### config.mk
export PLATFORM = sky130hd
export DESIGN_NAME = hbp_queue
export DESIGN_NICKNAME = d
export VERILOG_FILES = /design/src/sv/hbp_pkg.sv /design/src/sv/hbp_queue.sv
export SDC_FILE = /design/constraint.sdc
export NUM_CORES = 1
export LEC_CHECK = 0
export BUFFER_PORTS_ARGS = -buffer_cell sky130_fd_sc_hd__buf_2
export CORE_ASPECT_RATIO = 1.2
export CORE_MARGIN = 4
export CORE_UTILIZATION = 46
export CTS_BUF_LIST = sky130_fd_sc_hd__clkbuf_16
export DETAILED_ROUTE_END_ITERATION = 8
export MAX_ROUTING_LAYER = met4
export PLACE_DENSITY = 0.66
export RECOVER_POWER = 25
export SLEW_MARGIN = 20
export SYNTH_ARGS = -nofsm -noshare
export SYNTH_HDL_FRONTEND = slang
export SYNTH_SLANG_ARGS = --single-unit
export TNS_END_PERCENT = 30
### constraint.sdc
create_clock -name clk_i -period 6 [get_ports clk_i]
set_input_delay 0.3 -clock clk_i [delete_from_list [all_inputs] [get_ports clk_i]]
set_output_delay 0.3 -clock clk_i [all_outputs]
set_load 0.03 [all_outputs]
### src/sv/hbp_pkg.sv
`timescale 1ns / 1ps
`default_nettype none
// ----------------------------------------------------------------------------
// hbp_pkg
// Shared types and constants of the Huffman bit packer.
// ----------------------------------------------------------------------------
package hbp_pkg;

  localparam int SYMBOL_COUNT  = 128;
  localparam int SYM_W         = 7;
  localparam int MAX_CODE_BITS = 32;
  localparam int LEN_W         = 6;
  localparam int BYTE_W        = 8;
  localparam int BUF_W         = MAX_CODE_BITS + BYTE_W;
  localparam int QUEUE_DEPTH   = 4;
  localparam int QPTR_W        = 2;
  localparam int QCNT_W        = 3;

  typedef enum logic [1:0] {
    OP_LOAD   = 2'd0,
    OP_ENCODE = 2'd1,
    OP_FLUSH  = 2'd2,
    OP_RSVD   = 2'd3
  } opcode_e;

  // one job handed from the front end to the back end
  typedef struct packed {
    logic                     flush;
    logic [MAX_CODE_BITS-1:0] word;
    logic [LEN_W-1:0]         len;
  } job_t;

  // one result beat
  typedef struct packed {
    logic [BYTE_W-1:0] out_byte;
    logic              byte_valid;
    logic [2:0]        pad_count;
    logic              end_of_stream;
    logic              last;
  } result_t;

endpackage : hbp_pkg
`default_nettype wire

### src/sv/hbp_queue.sv
`timescale 1ns / 1ps
`default_nettype none
// ----------------------------------------------------------------------------
// hbp_queue
// Short job queue between the front end and the back end.
// ----------------------------------------------------------------------------
module hbp_queue
  import hbp_pkg::*;
(
  input  wire   clk_i,
  input  wire   rst_ni,
  input  wire   push_i,
  input  job_t  job_i,
  output logic  full_o,
  output logic  valid_o,
  output job_t  job_o,
  input  wire   pop_i
);

  job_t              slots [QUEUE_DEPTH];
  logic [QPTR_W-1:0] wr_ptr_q, rd_ptr_q;
  logic [QCNT_W-1:0] count_q, count_d;

  assign full_o  = (count_q == QCNT_W'(QUEUE_DEPTH));
  assign valid_o = (count_q != '0);
  assign job_o   = slots[rd_ptr_q];

  always_ff @(posedge clk_i) begin
    if (push_i) begin
      slots[wr_ptr_q] <= job_i;
    end
  end

  always_comb begin
    count_d = count_q;
    case ({push_i, pop_i})
      2'b10:   count_d = count_q + QCNT_W'(1);
      2'b01:   count_d = count_q - QCNT_W'(1);
      default: count_d = count_q;
    endcase
  end

  always_ff @(posedge clk_i or negedge rst_ni) begin
    if (!rst_ni) begin
      wr_ptr_q <= '0;
      rd_ptr_q <= '0;
      count_q  <= '0;
    end else begin
      count_q <= count_d;
      if (push_i) begin
        wr_ptr_q <= wr_ptr_q + QPTR_W'(1);
      end
      if (pop_i) begin
        rd_ptr_q <= rd_ptr_q + QPTR_W'(1);
      end
    end
  end

endmodule : hbp_queue
`default_nettype wire

==> metrics.txt <==
placed wire-length estimate=5730 µm; status=finished, final reports clean; Placer Congestion=0.661; layout cells sized above 1=0.372; syn_nets=289; Nets=383; number of setup buffers added after CTS=0; top routing layer used=met4; area leader, netlist=edfxtp_1; RSZ-0062 raised after global routing=false; CTS clock-pin slew for the worst setup and hold paths=0.06 ns; per-cell routed wire length=19.6 µm; Overall Power=3.84 mW; Finished Core Util=0.561; WL met2=5450 µm; worst-margin pin slew=1.06 ns; Yosys warning count=0; routed wl met3=490 µm; Non-Filler Instances=just over 500; CP delay by family, top=flip-flops; CP Launch Type=flop; maximum vdd drop=~0.26 mV; Slowest-stage cell, CP=dfrtp_4; Port Buf Inserts=83; critical path peak fanout=41; PD cells=535 nW/µm²; Arrival @ worst endpoint=2.23 ns; # clock sinks=163; detail-routed via count per cell=between 5 and 6; cell area after synthesis=slightly above 6000 µm²; DRC Markers=0; CP Capture Type=output pin; met1 wire length=4010 µm; Yosys reg bits=about 160; synth top area cells=edfxtp_1 77%, mux4_2 14%, dfrtp_1 2.9%, buf_12 1.3%, ha_1 1.0%; hold depth=1; Post-synth ARST share=0.0429; Final Critical Period=2.53 ns; Reg2Reg Depth=3; final setup fails=0; Fin Clk Skew=about 0.0059 ns; reg-to-reg endpoint=slots[2][38]; maximum root-to-sink buffer count=2; Lkg Pwr=2.44 nW; Die Height=about 130 µm; Max-slew headroom=0.297; Sw Share=0.327; Hold Path Sink=slots[2][8]; Starting Density=0.475; Vias=about 2.6k; Iter 0 DRT Violations=90; sequential share of the synthesized area=0.800; initial antenna violation count=2; RR Startpoint=wr_ptr_q[0]; CTS tree=yes; drt first pass iters=4; Core Box Area=12800 µm²; Post-synth EDFFs=156; area grow syn2layout=18.1%; DP Cell Count=478; sequential fraction of design power=0.439; Synth Instances=240; Post-Route WL=10100 µm; list of most frequent post-synthesis cells=156 x edfxtp_1, 38 x mux4_2, 7 x dfrtp_1; Die Area=15100 µm²; count leader, synth=edfxtp_1; # H-tree levels=4; Achievable Freq=395 MHz; setup_tns=0 ns; Syn Area/Cell=roughly 25 µm²; Req. time, crit path=5.70 ns; Final period util=0.422; Hold Vio Cnt, Final=0; All-Layer GR Usage=0.147; CTS root buffer=clkbuf_16; worst-path cell chain=mux4_1 -> buf_2; die width=113 µm; R2R setup slack=4.09 ns; Ports=84; post-synth cell types=19; pin count of the biggest net entering global routing=42; total of max-cap violations=0; Slew Limit Fails=0; Int Power=2.58 mW; Num CTS Buffers=17; vias in the first global route=2992; clock group share of total power=0.277; worst skew pair latency=0.41 ns; predominant post-synthesis flop cell=edfxtp_1; top cell type's share of synthesized area=0.771; Switch Pwr=between 1 and 1.5 mW; Comb power frac=0.284; CP Buf/Inv Count=1; critical path type=reg2out; Hold Startpoint=job_i[8]; max incr delay on CP=0.97 ns; global-route wire length before repair=about 16000 µm; HP Class=in2reg; Overflow after GRT=0; placement row count=45; post-detailed-route count of antenna-violating nets=0
routing by layer:
| metal | vias to the layer above | global-route usage |
|---|---|---|
| met5 | - | - |
| met4 | 0 | 0.0601 |
| met3 | 9 | 0.0474 |
| met2 | 62 | 0.243 |
| met1 | 1367 | 0.165 |
| li1 | 1198 | - |
metrics by stage:
stage          cell area (µm²)  hold WS, ns  setup WS, ns
6_report                  7170        0.107          3.47
4_1_cts                   7200       0.0805          3.39
3_5_place_dp              6590        0.147          3.84
5_1_grt                   7170        0.100          3.28
3_3_place_gp              6590        0.142          3.83
2_1_floorplan             6070      0.00441          4.03
sequential cells by signal, summed over array words and instances (netlist names):
signal and count:
wr_ptr_q 2, rd_ptr_q 2, count_q 3, slots 156
worst max path at each step:
stage / to / slack, ns / depth (start not counted) / from
floorplan: slots[2][0] / 4.03 / 3 / wr_ptr_q[0]
global placement: job_o[38] / 3.83 / 2 / rd_ptr_q[0]
detailed placement: job_o[38] / 3.84 / 2 / rd_ptr_q[0]
CTS: job_o[38] / 3.39 / 2 / rd_ptr_q[0]
global route: job_o[38] / 3.28 / 2 / rd_ptr_q[0]
finish: job_o[38] / 3.47 / 2 / rd_ptr_q[0]
power by group through the flow:
stage,logic (mW),registers [mW],clock network (mW)
after floorplan,1.00,1.56,0
after global placement,1.10,1.72,0
after detailed placement,1.11,1.73,0
after CTS,1.11,1.70,1.08
after global routing,1.16,1.73,1.13
final,1.09,1.69,1.06
final cells by class:
class	count	area, µm²
Antenna cell	2	5.00
Clock buffer	17	425
Clock inverter	15	166
Fill cell	973	5610
Inverter	6	22.5
Multi-Input combinational cell	62	1090
Sequential cell	163	4860
Tap cell	164	205
Timing Repair Buffer	84	393
what timing repair did:
action,in CTS,in global routing
hold endpoints to repair,7,0
gates resized for setup,0,0
hold buffers,1,0
cell families after synthesis:
| logic type | after synthesis | synth area share |
|---|---|---|
| buffers and inverters | 15 | 0.0220 |
| XOR/XNOR | 6 | 0.00865 |
| adder cells (fa/ha/maj) | 6 | 0.0136 |
| AO/OA/AOI/OAI | 1 | 0.000823 |
| multiplexers | 40 | 0.147 |
| AND/OR/NAND/NOR | 9 | 0.00803 |
| flip-flops | 163 | 0.800 |
cells in the final DEF (no fill, tap or decap), drive strengths merged:
| cell type | synthesis | routed |
|---|---|---|
| clkinv | 0 | 6 |
| inv | 6 | 8 |
| mux4 | 39 | 39 |
| clkbuf | 0 | 43 |
| clkinvlp | 0 | 4 |
| or3 | 1 | 1 |
| nand2 | 2 | 2 |
| diode | 0 | 2 |
| and2 | 4 | 4 |
| dfrtp | 7 | 7 |
| xor2 | 4 | 4 |
| and3 | 1 | 1 |
| nor2 | 1 | 1 |
| dlygate4sd3 | 0 | 1 |
| fa | 1 | 1 |
| buf | 9 | 57 |
| bufinv | 0 | 3 |
| ha | 5 | 5 |
| xnor2 | 2 | 2 |
| mux2i | 1 | 1 |
| o21ai | 1 | 1 |
| edfxtp | 156 | 156 |
Note: power is estimated with default switching activity, not from simulation.
