## src/sv/hbp_pkg.sv

```systemverilog
`timescale 1ns / 1ps
`default_nettype none
// ----------------------------------------------------------------------------
// hbp_pkg
// Shared types and constants of the Huffman bit packer.
// ----------------------------------------------------------------------------
package hbp_pkg;

  localparam int SYMBOL_COUNT  = 128;
  localparam int SYM_W         = 7;
  localparam int MAX_CODE_BITS = 32;
  localparam int LEN_W         = 6;
  localparam int BYTE_W        = 8;
  localparam int BUF_W         = MAX_CODE_BITS + BYTE_W;
  localparam int QUEUE_DEPTH   = 4;
  localparam int QPTR_W        = 2;
  localparam int QCNT_W        = 3;

  typedef enum logic [1:0] {
    OP_LOAD   = 2'd0,
    OP_ENCODE = 2'd1,
    OP_FLUSH  = 2'd2,
    OP_RSVD   = 2'd3
  } opcode_e;

  // one job handed from the front end to the back end
  typedef struct packed {
    logic                     flush;
    logic [MAX_CODE_BITS-1:0] word;
    logic [LEN_W-1:0]         len;
  } job_t;

  // one result beat
  typedef struct packed {
    logic [BYTE_W-1:0] out_byte;
    logic              byte_valid;
    logic [2:0]        pad_count;
    logic              end_of_stream;
    logic              last;
  } result_t;

endpackage : hbp_pkg
`default_nettype wire

```

## src/sv/hbp_back.sv

```systemverilog
`timescale 1ns / 1ps
`default_nettype none
// ----------------------------------------------------------------------------
// hbp_back
// Merges code bits into the bit buffer, emits one byte per cycle into the
// output register while the output is not stalled, and handles flush
// padding.
module hbp_back
  import hbp_pkg::*;
(
  input  wire                clk_i,
  input  wire                rst_ni,
  input  wire                q_valid_i,
  input  job_t               job_i,
  output logic               pop_o,
  output logic               out_valid_o,
  input  wire                out_stall_i,
  output result_t            res_o
);

  // bits are left aligned: the oldest bit sits in the top bit
  logic [BUF_W-1:0]         buf_q, buf_d;
  logic [LEN_W-1:0]         cnt_q, cnt_d;
  logic                     out_valid_q, out_valid_d;
  result_t                  res_q, res_d;
  logic                     out_free;
  logic                     draining;
  logic [2:0]               pcnt;
  logic [MAX_CODE_BITS-1:0] code_la;
  logic [BUF_W-1:0]         merged;

  assign out_free = !out_valid_q || !out_stall_i;
  assign draining = (cnt_q >= LEN_W'(BYTE_W));
  assign pcnt     = cnt_q[2:0];
  assign pop_o    = q_valid_i && !draining && out_free;

  assign code_la = job_i.word << (LEN_W'(MAX_CODE_BITS) - job_i.len);
  assign merged  = {buf_q[BUF_W-1:MAX_CODE_BITS], {MAX_CODE_BITS{1'b0}}}
                 | ({code_la, {BYTE_W{1'b0}}} >> pcnt);

  always_comb begin
    buf_d       = buf_q;
    cnt_d       = cnt_q;
    out_valid_d = out_valid_q && out_stall_i;
    res_d       = res_q;
    if (draining && out_free) begin
      out_valid_d         = 1'b1;
      res_d.out_byte      = buf_q[BUF_W-1:MAX_CODE_BITS];
      res_d.byte_valid    = 1'b1;
      res_d.pad_count     = '0;
      res_d.end_of_stream = 1'b0;
      res_d.last          = (cnt_q < LEN_W'(2*BYTE_W));
      buf_d               = buf_q << BYTE_W;
      cnt_d               = cnt_q - LEN_W'(BYTE_W);
    end else if (pop_o) begin
      if (job_i.flush) begin
        out_valid_d         = 1'b1;
        res_d.out_byte      = buf_q[BUF_W-1:MAX_CODE_BITS];
        res_d.byte_valid    = (pcnt != '0);
        res_d.pad_count     = 3'(4'd8 - {1'b0, pcnt});
        res_d.end_of_stream = 1'b1;
        res_d.last          = 1'b1;
        buf_d               = '0;
        cnt_d               = '0;
      end else begin
        buf_d = merged;
        cnt_d = {{(LEN_W-3){1'b0}}, pcnt} + job_i.len;
      end
    end
  end

  always_ff @(posedge clk_i or negedge rst_ni) begin
    if (!rst_ni) begin
      buf_q       <= '0;
      cnt_q       <= '0;
      out_valid_q <= 1'b0;
    end else begin
      buf_q       <= buf_d;
      cnt_q       <= cnt_d;
      out_valid_q <= out_valid_d;
    end
  end

  always_ff @(posedge clk_i) begin
    res_q <= res_d;
  end

  assign out_valid_o = out_valid_q;
  assign res_o       = res_q;

endmodule : hbp_back
`default_nettype wire

```

## config.mk

```make
export PLATFORM = sky130hd
export DESIGN_NAME = hbp_back
export DESIGN_NICKNAME = d
export VERILOG_FILES = /design/src/sv/hbp_pkg.sv /design/src/sv/hbp_back.sv
export SDC_FILE = /design/constraint.sdc
export NUM_CORES = 1
export LEC_CHECK = 0
export BUFFER_PORTS_ARGS = -buffer_cell sky130_fd_sc_hd__buf_2
export CAP_MARGIN = 40
export CORE_MARGIN = 2
export CORE_UTILIZATION = 50
export DETAILED_ROUTE_END_ITERATION = 8
export GPL_TIMING_DRIVEN = 0
export PLACE_DENSITY = 0.69
export RECOVER_POWER = 25
export SKIP_CTS_REPAIR_TIMING = 1
export SYNTH_ARGS = -nofsm -noshare
export SYNTH_HDL_FRONTEND = slang
export SYNTH_SLANG_ARGS = --single-unit
```

## constraint.sdc

```tcl
create_clock -name clk_i -period 2.9 [get_ports clk_i]
set_input_delay 0.435 -clock clk_i [delete_from_list [all_inputs] [get_ports clk_i]]
set_output_delay 0.435 -clock clk_i [all_outputs]
set_load 0.03 [all_outputs]
```

==> impl_metrics.csv <==
group,metric,value,unit
synth,synth_area_leaders,"dfrtp_1, mux2i_1, mux4_2, mux2_2, edfxtp_1",
timing,timing.final.max_slew_violations,37,
critical_path,cp_num_buf_inv,7,
synth,synth-compound-area-share,20.92,%
layout,post-route-util,69.27,%
cts,worstSkewPairLatency,0.33,ns
die,core,11420,µm²
synth,synth_edf_count,9,
synth,post-synth-top-area-cell,"dfrtp_1",
timing,whs,0.09300,ns
critical_path,r2r.worst_path.cells,9,
run,maxCapViolations,1,
die,row_count,39,
cts,total_clock_buffers_created_by_cts,9,
pwr,power.static_leakage,0.003346,µW
synth,synth.net_count,688,
pwr,share_seq_of_total_power,22.3,%
synth,synth_xor_xnor_area_share,1.525,%
synth,ys_dominant_reg_cell,"dfrtp_1",
critical_path,timing.rr.start,"cnt_q[4]",
placement,port_buffers,57,
routing,drt_pass1_iterations,6,
pwr,pwr_density_cell,710.8,nW/µm²
timing,hold_viol,0,
timing,rsz_0062_raised_after_global_routing,"true",
timing,period_minus_slack,3.179,ns
global_routing,antenna_found_initial,0,
synth,synth.cells.most_frequent,"mux2i_1, nand2_1, nor2_1, dfrtp_1, a21oi_1",
critical_path,worst_path_most_repeated_cell,"buf_12",
timing,fin_setup_tns,-3.058,ns
timing,max_clock_skew,0.007878,ns
synth,netlist_instances,636,
cts,clock_sink_count,60,
critical_path,crit_chain,"buf_12, buf_12, buf_12, buf_12, clkinv_4, ha_4, buf_12, xor2_4, buf_8, mux4_2, o211ai_1, nand2_2, o41a_1, o211ai_1, a31oi_1",
routing,route.final.wire_length,20800,µm
layout,fin_nets,821,
global_routing,grt_pass1_vias,5497,
synth,post_synth_num_cell_types,84,
critical_path,critical_path.top_delay_family,"compound AO/OA/AOI/OAI gates",
routing,route.detailed.wl_per_inst,22.68,µm
cts,clock-root-buffer,"clkbuf_16",
synth,simple_gate_fraction_of_synth_area,16.45,%
placement,preCtsSetupSlack,-0.9529,ns
synth,synth_adder_area_share,2.062,%
layout,final_layout_size_suffix_gt1_share,41.47,%
routing,drt-vias-per-instance,6.576,
routing,detailedRoute.firstIterationViolations,545,
pwr,p_clk_share,22.3,%
synth,synthMuxAreaShare,27.51,%
die,top_level_ports,59,
cts,clock_tree_from_tritoncts,"done",
critical_path,worstPathArrival,3.38,ns
placement,finalWeightedCongestion,0.9539,
pwr,p_total,5622,µW
synth,synth_top_family_by_area,"multiplexers",
placement,place_hpwl,14960,µm
critical_path,end_kind,"flop",
synth,synth.cell_area,5826,µm²
die,die_height,111.9,µm
global_routing,grt_util_all_layers,30.69,%
timing,layout_worst_path_cycle_share,109.6,%
timing,worst_pin_slew,1.933,ns
synth,yosys_register_bits,60,
hold_path,worstHoldPathType,"in -> async",
layout,area_delta_synth_final,35.78,%
routing,detail_route.drc_violations,0,
timing,layout_setup_ws,-0.2788,ns
synth,yosysTopAreaCellShare,19.76,%
synth,synth_most_common_cell,"mux2i_1",
layout,n_fill_cell,917,
critical_path,worst_path_largest_cell_delay,0.50,ns
synth,synthArstFlopShare,76.67,%
pwr,power_switching_share,42.42,%
critical_path,critical-path-slowest-cell,"o41a_1",
critical_path,r2r_end,"buf_q[27]",
synth,ys_warn_count,0,
synth,synth_sequential_area_ratio,26.12,%
cts,clkSlewWorstSetupHoldPaths,0.05,ns
timing,finalSetupViolCount,21,
critical_path,regToRegSetupSlack,0.12,ns
critical_path,critical_path.max_fanout,6,
die,die_span_in_x,111.9,µm
pwr,ir_drop,716.9,µV
run_status,status,"finished with violations",
critical_path,critical_path_required,3.10,ns
critical_path,critical_setup_path_kind,"in -> reg",
die,start_util,51.02,%
timing,fmax,314.6,MHz
global_routing,grt_start_max_net_pins,37,
run_status,failed_checks,"capacitance limit, slew limit, setup timing",
cts,cts_htree_levels,3,
critical_path,crit_path_start_kind,"primary input",
pwr,share_comb_of_total_power,55.4,%
pwr,switching_power,2385,µW
layout,antennaDiodeCount,0,
cts,cts_max_path_buffers,2,
synth,syn-mean-instance-area,9.160,µm²
global_routing,grt_first_pass_wirelength,30480,µm
pwr,internal-power,3237,µW
timing,slew_headroom,-28.89,%
die,die_area,12530,µm²
global_routing,globalRouteOverflowTotal,0,
routing,remaining_antenna_violation_count_after_routing,0,
routing,via_count,6030,
==> power groups by stage <==
stage	clock [µW]	combinational [µW]	sequential [µW]
6_report	1250	3120	1250
5_1_grt	1300	3320	1280
4_1_cts	1260	2550	1240
3_5_place_dp	0	2530	1250
3_3_place_gp	0	2490	1240
2_1_floorplan	0	1720	1340
==> stage by stage <==
step	std cells	area, µm²
after floorplan	636	5963
after global placement	836	6427
after detailed placement	838	6452
after CTS	854	6804
after global routing	917	7910
final	917	7910
==> cell families after synthesis <==
group,after synthesis
xor+xnor,8
fa+ha+maj,9
flops,60
compound gates,178
mux,127
simple gates,190
buf+inv,64
==> cell type report <==
cell class | count | area [µm²] | area share [%]
multi-input combinational | 512 | 4541 | 57.40
timing repair buffer | 122 | 880.8 | 11.14
clock inverter | 4 | 95.09 | 1.202
inverter | 14 | 70.07 | 0.8858
buffer | 50 | 366.6 | 4.635
sequential | 60 | 1521 | 19.23
clock buffer | 12 | 256.5 | 3.243
tap | 143 | 178.9 | 2.262
==> layout by cell type, fill, tap and decap left out, types with 22 or more instances in the layout <==
cell / instances
buf_2: 61
buf_4: 55
mux2i_1: 49
nand2_1: 47
dfrtp_1: 46
nor2_1: 36
a21oi_1: 32
clkbuf_1: 25
mux2_2: 24
mux4_2: 22
==> sequential cells by signal (all words and copies together) (netlist names) <==
signal and count:
buf_q 39, cnt_q 6, out_valid_o 1, res_o 14
==> routing by layer <==
metal  GRT usage [%]  routed length [µm]  up-vias
li1                -                   -     2730
met1           40.19                8471     2962
met2           52.32               10190      273
met3           3.647                1121       65
met4           11.63                1009        0
met5               0                   0        -
==> worst max path at each step <==
stage	cells past startpoint	slack, ns	endpoint	from
floorplan	13	-0.26	buf_q[20]	job_i[0]
detailed placement	16	-0.95	buf_q[21]	job_i[0]
finish	15	-0.28	buf_q[35]	job_i[0]
CTS	16	-0.63	buf_q[21]	job_i[0]
global route	17	-0.32	buf_q[32]	job_i[0]
global placement	13	-1.02	buf_q[20]	job_i[0]
No activity file was read; power rests on OpenSTA's default activity.
